**src/hw/rtl/tfp_pkg.sv**
```systemverilog
// shared types and constants for the transaction field parser
`default_nettype none

package tfp_pkg;

   // largest count or script length that is decoded
   localparam logic [7:0] MAX_COUNT = 8'd252;

   // field lengths in bytes
   localparam logic [7:0] LEN_NONE    = 8'd0;
   localparam logic [7:0] LEN_SINGLE  = 8'd1;
   localparam logic [7:0] LEN_VERSION = 8'd4;
   localparam logic [7:0] LEN_INDEX   = 8'd4;
   localparam logic [7:0] LEN_SEQ     = 8'd4;
   localparam logic [7:0] LEN_VALUE   = 8'd8;
   localparam logic [7:0] LEN_TXID    = 8'd32;

   // parse phase, also the field kind reported with each word
   typedef enum logic [3:0] {
      PH_VERSION  = 4'd0,
      PH_MARKER   = 4'd1,
      PH_FLAG     = 4'd2,
      PH_INCOUNT  = 4'd3,
      PH_TXID     = 4'd4,
      PH_INDEX    = 4'd5,
      PH_SIGLEN   = 4'd6,
      PH_SIG      = 4'd7,
      PH_SEQUENCE = 4'd8,
      PH_OUTCOUNT = 4'd9,
      PH_VALUE    = 4'd10,
      PH_PKLEN    = 4'd11,
      PH_PKSCRIPT = 4'd12,
      PH_TRAILING = 4'd13
   } tfp_phase_type;

   // one incoming word
   typedef struct packed {
      logic [7:0] tx_byte;
      logic       start_of_tx;
   } tfp_item_type;

   // one tagged result word
   typedef struct packed {
      logic [3:0] field_kind;
      logic [7:0] item_number;
      logic [7:0] byte_offset;
      logic [7:0] byte_value;
      logic       field_end;
      logic       parse_error;
   } tfp_result_type;

endpackage

`default_nettype wire

```
**src/hw/rtl/tfp_in_reg.sv**
```systemverilog
// input register stage holding one accepted word
`default_nettype none

module tfp_in_reg (
   input  wire logic                 clock,
   input  wire logic                 reset,
   input  wire logic                 load,
   input  wire logic                 unload,
   input  wire logic [7:0]           tx_byte,
   input  wire logic                 start_of_tx,
   output logic                      item_valid,
   output tfp_pkg::tfp_item_type     item
);
   import tfp_pkg::*;

   logic         valid_ff;
   logic         valid_in;
   tfp_item_type item_ff;

   always_comb begin
      if (load) begin
         valid_in = 1'b1;
      end else if (unload) begin
         valid_in = 1'b0;
      end else begin
         valid_in = valid_ff;
      end
   end

   always_ff @(posedge clock) begin
      if (reset) begin
         valid_ff <= 1'b0;
      end else begin
         valid_ff <= valid_in;
      end
   end

   always_ff @(posedge clock) begin
      if (load) begin
         item_ff.tx_byte     <= tx_byte;
         item_ff.start_of_tx <= start_of_tx;
      end
   end

   assign item_valid = valid_ff;
   assign item       = item_ff;

endmodule

`default_nettype wire

```
**src/hw/rtl/tfp_parser.sv**
```systemverilog
// parse state and per-word field tagging logic
`default_nettype none

module tfp_parser (
   input  wire logic                   clock,
   input  wire logic                   reset,
   input  wire logic                   step,
   input  wire tfp_pkg::tfp_item_type  item,
   output tfp_pkg::tfp_result_type     result
);
   import tfp_pkg::*;

   tfp_phase_type phase_ff, phase_in;
   logic [7:0]    pos_ff, pos_in;
   logic [7:0]    len_ff, len_in;
   logic [7:0]    cnt_ff, cnt_in;
   logic [7:0]    tot_ff, tot_in;
   logic          err_ff, err_in;

   // state as seen by this word, after an optional restart
   tfp_phase_type cur_phase;
   logic [7:0]    cur_pos, cur_len, cur_cnt, cur_tot;
   logic          cur_err;

   logic [7:0]    b;
   logic [7:0]    pos_inc, cnt_inc;
   logic          over;
   tfp_phase_type kind;
   logic [7:0]    item_num, offset;
   logic          last;

   always_comb begin
      if (item.start_of_tx) begin
         cur_phase = PH_VERSION;
         cur_pos   = 8'd0;
         cur_len   = LEN_VERSION;
         cur_cnt   = 8'd0;
         cur_tot   = 8'd0;
         cur_err   = 1'b0;
      end else begin
         cur_phase = phase_ff;
         cur_pos   = pos_ff;
         cur_len   = len_ff;
         cur_cnt   = cnt_ff;
         cur_tot   = tot_ff;
         cur_err   = err_ff;
      end
   end

   assign b       = item.tx_byte;
   assign pos_inc = cur_pos + 8'd1;
   assign cnt_inc = cur_cnt + 8'd1;
   assign over    = (b > MAX_COUNT);

   // next state
   always_comb begin
      phase_in = cur_phase;
      pos_in   = cur_pos;
      len_in   = cur_len;
      cnt_in   = cur_cnt;
      tot_in   = cur_tot;
      err_in   = cur_err;
      case (cur_phase)
         PH_MARKER, PH_INCOUNT: begin
            if (cur_phase == PH_MARKER && b == 8'd0) begin
               phase_in = PH_FLAG;
               pos_in   = 8'd0;
               len_in   = LEN_SINGLE;
            end else if (over) begin
               err_in   = 1'b1;
               phase_in = PH_TRAILING;
               pos_in   = 8'd0;
               len_in   = LEN_NONE;
            end else begin
               tot_in = b;
               cnt_in = 8'd0;
               pos_in = 8'd0;
               if (b == 8'd0) begin
                  phase_in = PH_OUTCOUNT;
                  len_in   = LEN_SINGLE;
               end else begin
                  phase_in = PH_TXID;
                  len_in   = LEN_TXID;
               end
            end
         end
         PH_FLAG: begin
            phase_in = PH_INCOUNT;
            pos_in   = 8'd0;
            len_in   = LEN_SINGLE;
         end
         PH_SIGLEN: begin
            pos_in = 8'd0;
            if (over) begin
               err_in   = 1'b1;
               phase_in = PH_TRAILING;
               len_in   = LEN_NONE;
            end else if (b == 8'd0) begin
               phase_in = PH_SEQUENCE;
               len_in   = LEN_SEQ;
            end else begin
               phase_in = PH_SIG;
               len_in   = b;
            end
         end
         PH_OUTCOUNT: begin
            pos_in = 8'd0;
            if (over) begin
               err_in   = 1'b1;
               phase_in = PH_TRAILING;
               len_in   = LEN_NONE;
            end else begin
               tot_in = b;
               cnt_in = 8'd0;
               if (b == 8'd0) begin
                  phase_in = PH_TRAILING;
                  len_in   = LEN_NONE;
               end else begin
                  phase_in = PH_VALUE;
                  len_in   = LEN_VALUE;
               end
            end
         end
         PH_PKLEN: begin
            pos_in = 8'd0;
            if (over) begin
               err_in   = 1'b1;
               phase_in = PH_TRAILING;
               len_in   = LEN_NONE;
            end else if (b == 8'd0) begin
               // empty script: straight on to the next output, or to trailing after the last one
               cnt_in = cnt_inc;
               if (cnt_inc >= cur_tot) begin
                  phase_in = PH_TRAILING;
                  len_in   = LEN_NONE;
               end else begin
                  phase_in = PH_VALUE;
                  len_in   = LEN_VALUE;
               end
            end else begin
               phase_in = PH_PKSCRIPT;
               len_in   = b;
            end
         end
         PH_VERSION, PH_TXID, PH_INDEX, PH_SIG, PH_SEQUENCE, PH_VALUE,
         PH_PKSCRIPT: begin
            if (pos_inc < cur_len) begin
               pos_in = pos_inc;
            end else begin
               pos_in = 8'd0;
               case (cur_phase)
                  PH_VERSION: begin
                     phase_in = PH_MARKER;
                     len_in   = LEN_SINGLE;
                  end
                  PH_TXID: begin
                     phase_in = PH_INDEX;
                     len_in   = LEN_INDEX;
                  end
                  PH_INDEX: begin
                     phase_in = PH_SIGLEN;
                     len_in   = LEN_SINGLE;
                  end
                  PH_SIG: begin
                     phase_in = PH_SEQUENCE;
                     len_in   = LEN_SEQ;
                  end
                  PH_SEQUENCE: begin
                     cnt_in = cnt_inc;
                     if (cnt_inc >= cur_tot) begin
                        phase_in = PH_OUTCOUNT;
                        len_in   = LEN_SINGLE;
                     end else begin
                        phase_in = PH_TXID;
                        len_in   = LEN_TXID;
                     end
                  end
                  PH_VALUE: begin
                     phase_in = PH_PKLEN;
                     len_in   = LEN_SINGLE;
                  end
                  default: begin
                     cnt_in = cnt_inc;
                     if (cnt_inc >= cur_tot) begin
                        phase_in = PH_TRAILING;
                        len_in   = LEN_NONE;
                     end else begin
                        phase_in = PH_VALUE;
                        len_in   = LEN_VALUE;
                     end
                  end
               endcase
            end
         end
         default: begin
            phase_in = PH_TRAILING;
            pos_in   = 8'd0;
            len_in   = LEN_NONE;
         end
      endcase
   end

   // tag for this word
   always_comb begin
      kind     = cur_phase;
      item_num = 8'd0;
      offset   = 8'd0;
      last     = 1'b1;
      case (cur_phase)
         PH_MARKER: begin
            if (b != 8'd0) begin
               kind = PH_INCOUNT;
            end
         end
         PH_FLAG, PH_INCOUNT, PH_OUTCOUNT: begin
            kind = cur_phase;
         end
         PH_SIGLEN, PH_PKLEN: begin
            item_num = cur_cnt;
         end
         PH_VERSION: begin
            offset = cur_pos;
            last   = (pos_inc >= cur_len);
         end
         PH_TXID, PH_INDEX, PH_SIG, PH_SEQUENCE, PH_VALUE, PH_PKSCRIPT: begin
            item_num = cur_cnt;
            offset   = cur_pos;
            last     = (pos_inc >= cur_len);
         end
         default: begin
            kind = PH_TRAILING;
            last = 1'b0;
         end
      endcase
   end

   always_ff @(posedge clock) begin
      if (reset) begin
         phase_ff <= PH_VERSION;
         pos_ff   <= 8'd0;
         len_ff   <= LEN_VERSION;
         cnt_ff   <= 8'd0;
         tot_ff   <= 8'd0;
         err_ff   <= 1'b0;
      end else if (step) begin
         phase_ff <= phase_in;
         pos_ff   <= pos_in;
         len_ff   <= len_in;
         cnt_ff   <= cnt_in;
         tot_ff   <= tot_in;
         err_ff   <= err_in;
      end
   end

   assign result.field_kind  = kind;
   assign result.item_number = item_num;
   assign result.byte_offset = offset;
   assign result.byte_value  = b;
   assign result.field_end   = last;
   assign result.parse_error = err_in;

endmodule

`default_nettype wire

```
**src/hw/rtl/tfp_out_reg.sv**
```systemverilog
// result register driving the response channel
`default_nettype none

module tfp_out_reg (
   input  wire logic                    clock,
   input  wire logic                    reset,
   input  wire logic                    advance,
   input  wire logic                    result_valid,
   input  wire tfp_pkg::tfp_result_type result,
   output logic                         rsp_valid,
   output logic [3:0]                   rsp_field_kind,
   output logic [7:0]                   rsp_item_number,
   output logic [7:0]                   rsp_byte_offset,
   output logic [7:0]                   rsp_byte_value,
   output logic                         rsp_field_end,
   output logic                         rsp_parse_error
);
   import tfp_pkg::*;

   logic           valid_ff;
   tfp_result_type data_ff;

   always_ff @(posedge clock) begin
      if (reset) begin
         valid_ff <= 1'b0;
      end else if (advance) begin
         valid_ff <= result_valid;
      end
   end

   always_ff @(posedge clock) begin
      if (advance && result_valid) begin
         data_ff <= result;
      end
   end

   assign rsp_valid       = valid_ff;
   assign rsp_field_kind  = data_ff.field_kind;
   assign rsp_item_number = data_ff.item_number;
   assign rsp_byte_offset = data_ff.byte_offset;
   assign rsp_byte_value  = data_ff.byte_value;
   assign rsp_field_end   = data_ff.field_end;
   assign rsp_parse_error = data_ff.parse_error;

endmodule

`default_nettype wire

```
**src/hw/rtl/transaction_field_parser.sv**
```systemverilog
// top level of the transaction field parser
//
// usage:
//  - req channel: one raw transaction byte per word (req_tx_byte), with
//    req_start_of_tx high on the first byte of a new transaction; the
//    parser restarts on that word, which is taken as version byte 0
//  - rsp channel: one tagged word per request word, in order: field kind,
//    input/output item number, offset within the field in wire order,
//    the byte itself, end-of-field and the sticky parse error flag
//  - a word moves when valid is high and stall is low at a clock edge
//  - a word accepted into the input register is tagged by the parser on
//    its way into the result register, which drives it onto rsp
//  - throughput: one word per cycle while rsp_stall stays low; the parse
//    state is a single register set updated in one step, so the parser never holds a byte back
//  - stalls: while rsp_stall holds, the result register keeps its word
//    and the input register can still take one more word before
//    req_stall rises
//  - reset (synchronous, active high) empties both registers and puts
//    the parser at version byte 0 with the error flag clear
`default_nettype none

module transaction_field_parser (
   input  wire logic       clock,
   input  wire logic       reset,
   // request channel
   input  wire logic       req_valid,
   output logic            req_stall,
   input  wire logic [7:0] req_tx_byte,
   input  wire logic       req_start_of_tx,
   // response channel
   output logic            rsp_valid,
   input  wire logic       rsp_stall,
   output logic [3:0]      rsp_field_kind,
   output logic [7:0]      rsp_item_number,
   output logic [7:0]      rsp_byte_offset,
   output logic [7:0]      rsp_byte_value,
   output logic            rsp_field_end,
   output logic            rsp_parse_error
);
   import tfp_pkg::*;

   logic           in_valid;
   tfp_item_type   in_item;
   tfp_result_type result;
   logic           advance;
   logic           req_accept;
   logic           step;

   // result register can load when empty or being drained this cycle
   assign advance    = !rsp_valid || !rsp_stall;
   // input register holds its word only when it cannot move on
   assign req_stall  = in_valid && !advance;
   assign req_accept = req_valid && !req_stall;
   // parse state advances exactly when a word moves into the result register
   assign step       = in_valid && advance;

   tfp_in_reg u_in_reg (
      .clock       (clock),
      .reset       (reset),
      .load        (req_accept),
      .unload      (advance),
      .tx_byte     (req_tx_byte),
      .start_of_tx (req_start_of_tx),
      .item_valid  (in_valid),
      .item        (in_item)
   );

   // field tagging and state update, all between the two registers
   tfp_parser u_parser (
      .clock  (clock),
      .reset  (reset),
      .step   (step),
      .item   (in_item),
      .result (result)
   );

   tfp_out_reg u_out_reg (
      .clock           (clock),
      .reset           (reset),
      .advance         (advance),
      .result_valid    (in_valid),
      .result          (result),
      .rsp_valid       (rsp_valid),
      .rsp_field_kind  (rsp_field_kind),
      .rsp_item_number (rsp_item_number),
      .rsp_byte_offset (rsp_byte_offset),
      .rsp_byte_value  (rsp_byte_value),
      .rsp_field_end   (rsp_field_end),
      .rsp_parse_error (rsp_parse_error)
   );

`ifndef NO_ASSERTIONS
   // a new word never lands on a held word that cannot move
   a_no_overwrite: assert property (@(posedge clock) disable iff (reset)
      req_accept |-> (!in_valid || advance))
      else $error("input word overwritten while held");

   // a held input word is still there next cycle
   a_hold_input: assert property (@(posedge clock) disable iff (reset)
      (in_valid && !advance) |=> in_valid)
      else $error("held input word lost");

   // trailing words carry no position information
   a_trailing: assert property (@(posedge clock) disable iff (reset)
      (rsp_valid && rsp_field_kind == PH_TRAILING) |->
      (!rsp_field_end && rsp_byte_offset == 8'd0 && rsp_item_number == 8'd0))
      else $error("trailing word with position tags");

   // single-byte fields always end on their one byte
   a_single_byte: assert property (@(posedge clock) disable iff (reset)
      (rsp_valid && (rsp_field_kind == PH_MARKER || rsp_field_kind == PH_FLAG ||
                     rsp_field_kind == PH_INCOUNT || rsp_field_kind == PH_SIGLEN ||
                     rsp_field_kind == PH_OUTCOUNT || rsp_field_kind == PH_PKLEN)) |->
      (rsp_field_end && rsp_byte_offset == 8'd0))
      else $error("single-byte field not closed");

   // version bytes stay within the four-byte field
   a_version: assert property (@(posedge clock) disable iff (reset)
      (rsp_valid && rsp_field_kind == PH_VERSION) |->
      (rsp_item_number == 8'd0 && rsp_byte_offset < LEN_VERSION))
      else $error("version byte out of range");
`endif

endmodule

`default_nettype wire
```
**config.mk**
```make
export PLATFORM = sky130hd
export DESIGN_NAME = transaction_field_parser
export DESIGN_NICKNAME = d
export VERILOG_FILES = /design/src/hw/rtl/tfp_pkg.sv /design/src/hw/rtl/tfp_in_reg.sv /design/src/hw/rtl/tfp_parser.sv /design/src/hw/rtl/tfp_out_reg.sv /design/src/hw/rtl/transaction_field_parser.sv
export SDC_FILE = /design/constraint.sdc
export NUM_CORES = 1
export LEC_CHECK = 0
export BUFFER_PORTS_ARGS = -buffer_cell sky130_fd_sc_hd__buf_4
export CAP_MARGIN = 20
export CORE_ASPECT_RATIO = 1.25
export CORE_UTILIZATION = 50
export CTS_CLUSTER_SIZE = 10
export DETAILED_ROUTE_END_ITERATION = 8
export PLACE_DENSITY = 0.72
export SLEW_MARGIN = 40
export SYNTH_ARGS = -nofsm -noshare
export SYNTH_HDL_FRONTEND = slang
export SYNTH_SLANG_ARGS = --single-unit
```
**constraint.sdc**
```tcl
create_clock -name clock -period 10.4 [get_ports clock]
set_input_delay 0.52 -clock clock [delete_from_list [all_inputs] [get_ports clock]]
set_output_delay 0.52 -clock clock [all_outputs]
set_load 0.005 [all_outputs]
```
==> results.txt <==
global-route wire length before repair - 20300 um
Tcrit/Tclk final - 47.1%
status - completed
Leak - 1.86 nW
Max Cap Violations - 0
worst-margin pin slew - 0.722 ns
Clock Root Buffer - clkbuf_8
WS Path Type - reg2reg
synthesis-to-layout area growth - 11.8%
CTS Hold Bufs - 0
number of buffers created by CTS - 9
DRT iter0 DRCs - 486
DR pass1 iterations - 5
CP required - 10.64 ns
Min-Delay Path Class - in2reg
synthesized-area fraction occupied by adder cells - 4.91%
Placeable Area - 8800 um2
via count - 4246
Max FO, Critical Path - 55
Period minus WS final - 4.89 ns
die width - 87.7 um
Reg clk slew, reported paths - 0.09 ns
Initial Util - 52.1%
setup_tns - 0 ns
cell count after synthesis - 513
Antenna Cells - 0
area taken by multi-input logic gates - 2440 um2
largest family of logic cells by synthesized area - compound AO/OA/AOI/OAI gates
RSZ-0062 raised after global routing - no
Max Clock Skew - 0.0139 ns
Worst IR Drop VDD - 0.0850 mV
Top FF cell, synth - edfxtp_1
post-DR vias/cell - 6.39
Final setup viols - 0
Pwr Density - 122 nW/um2
drt wl/cell - 19.4 um
worst path arrival time - 5.13 ns
GR Util All Layers - 28.4%
Async S/R FF share, synth - 0%
grt ovf - 0
vias in the first global route - 3998
Compound-Gate Fraction of Synth Area - 23.6%
Rel. slew slack - 51.6%
GPL Wtd Cong - 0.917
Post-synth EDFFs - 39
setup bufs post-CTS - 0
Die H - 109 um
antenna-violating nets left - 0
worst-case clock buffer depth - 2
Filler cells - 809
Final Hold Violating Endpoints - 0
#FFs+latches synth - 78
post-synthesis mux area share - 0.218%
# nets final - 570
CTS tree - yes
Synth Area in XOR/XNOR - 2.10%
largest net degree at the start of global routing - 56
warnings from Yosys - 0
total die area - 9560 um2
Boundary Pins - 45
Post-Syn Area - 4590 um2
max-slew violations - 0
sequential area share after synthesis - 42.6%
H-Tree Depth - 3
syn avg cell area - 8.94 um2
register area - 1960 um2
non-filler cells, final - 664
post-synthesis simple-gate area fraction - 22.1%
port bufs - 44
CP Capture Type - flop
clock latency on the worst-skew pair - 0.38 ns
Rows - 38
Final Power - 0.000626 W
layout cells sized above 1 - 15.3%
Yosys cell types - 70
DRT Wirelength - 12800 um
syn_nets - 544
antenna violations before repair - 0
drc violations - 0
dpl cells - 648
CTS Sinks - 78
Detail Placement HPWL - 8740 um
Worst setup SP type - flop
CTS resizes - 0
f_max - 204 MHz
[critical path, stage by stage (launching register included)]
cell and delay, ns:
edfxtp_1 0.35, buf_4 0.54, clkinv_1 0.79, nand2_1 0.35, inv_1 0.11, ha_1 0.23
nand3_1 0.13, nor2_1 0.07, xnor2_1 0.13, nor2_1 0.08, ha_1 0.33, nand2_1 0.07
o21ai_1 0.56, nor2_1 0.31, nor4b_1 0.49, o221ai_1 0.20
[power by group]
part / leakage (nW) / internal (W) / switching (W)
Combinational: 1.08 / 0.0000260 / 0.0000442
Clock: 0.0868 / 0.0000882 / 0.000121
Sequential: 0.688 / 0.000333 / 0.0000129
[sequential cells by signal, summed over array words and instances (netlist names), 8 cells and up]
name and count:
u_parser.cnt_ff 8, u_out_reg.rsp_byte_offset 8, u_parser.tot_ff 8, u_in_reg.item 9, u_parser.len_ff 8, u_out_reg.rsp_byte_value 8
u_out_reg.rsp_item_number 8, u_parser.pos_ff 8
[cell families after synthesis]
group | count (synthesis)
fa+ha+maj | 18
flops | 78
xor+xnor | 11
compound gates | 158
buf+inv | 46
mux | 1
simple gates | 201
[final timing paths]
check                                        start                   end  slack, ns  cells after the start
worst min-delay path               req_start_of_tx      u_in_reg.item[0]       0.31                      1
worst max-delay path              u_in_reg.item[0]  u_parser.phase_ff[1]       5.51                     15
worst max register to register    u_in_reg.item[0]  u_parser.phase_ff[1]       5.51                     15
worst min register to register  u_parser.len_ff[4]    u_parser.len_ff[4]       0.49                      1
[cell type report]
type / instances / share of cell area, %
sequential: 78 / 38.2
multi-input combinational: 389 / 47.6
tap: 120 / 2.93
timing repair buffer: 47 / 6.88
inverter: 14 / 1.02
clock buffer: 10 / 2.49
clock inverter: 6 / 0.927
[Yosys cell counts, types with 4 or more instances]
cell | n | area (um2)
clkbuf_1 | 13 | 48.8
and2_1 | 9 | 56.3
nand2_1 | 49 | 184
a31oi_1 | 6 | 37.5
nand2b_1 | 7 | 43.8
edfxtp_1 | 39 | 1170
nor2_1 | 52 | 195
ha_1 | 18 | 225
buf_1 | 4 | 15.0
dfxtp_1 | 39 | 781
nor2b_1 | 13 | 81.3
nand4_1 | 8 | 50.1
buf_2 | 11 | 55.1
nor3_1 | 14 | 70.1
nor4_1 | 5 | 31.3
a22o_1 | 5 | 43.8
and3_1 | 6 | 37.5
a2111oi_0 | 6 | 52.6
a22oi_1 | 15 | 113
nand3_1 | 16 | 80.1
inv_1 | 13 | 48.8
nor3b_1 | 4 | 30.0
o21ai_0 | 34 | 170
o21a_1 | 4 | 30.0
o211ai_1 | 7 | 52.6
xnor2_1 | 7 | 61.3
a21oi_1 | 42 | 210
xor2_1 | 4 | 35.0
[layer usage]
layer	up-vias	global-route usage (%)	routed length (um)
met5	-	0	0
met4	0	17.8	541
met3	44	5.07	853
met2	222	46.1	6350
met1	2019	34.8	5110
li1	1961	-	-
[per-stage QoR]
step                      instance area (um2)  util (%)  hold slack [ns]  setup slack (ns)
final                                    5130      58.3            0.308              5.51
after global routing                     5130      58.3            0.295              5.18
after CTS                                5120      58.3            0.306              5.65
after detailed placement                 4950      56.3            0.467              5.72
after global placement                   4940      56.1            0.467              5.74
after floorplan                          4590         -            0.439              6.98
[placed cells by master (no fill, tap or decap), types with 5 or more instances in the layout]
cell type and instances:
a22oi_1 15, nand3_1 16, clkbuf_8 9, o211ai_1 7, nand2_1 49, nand4_1 8
nand2b_1 7, nor3_1 14, a21oi_1 41, nor4_1 5, ha_1 18, edfxtp_1 39
xnor2_1 7, inv_1 12, o21ai_0 34, nor2_1 52, nor2b_1 13, a22o_1 5
dfxtp_1 35, and3_1 6, a31oi_1 6, and2_1 9, a2111oi_0 6, buf_4 47
Power figures use the tool's default switching activity.
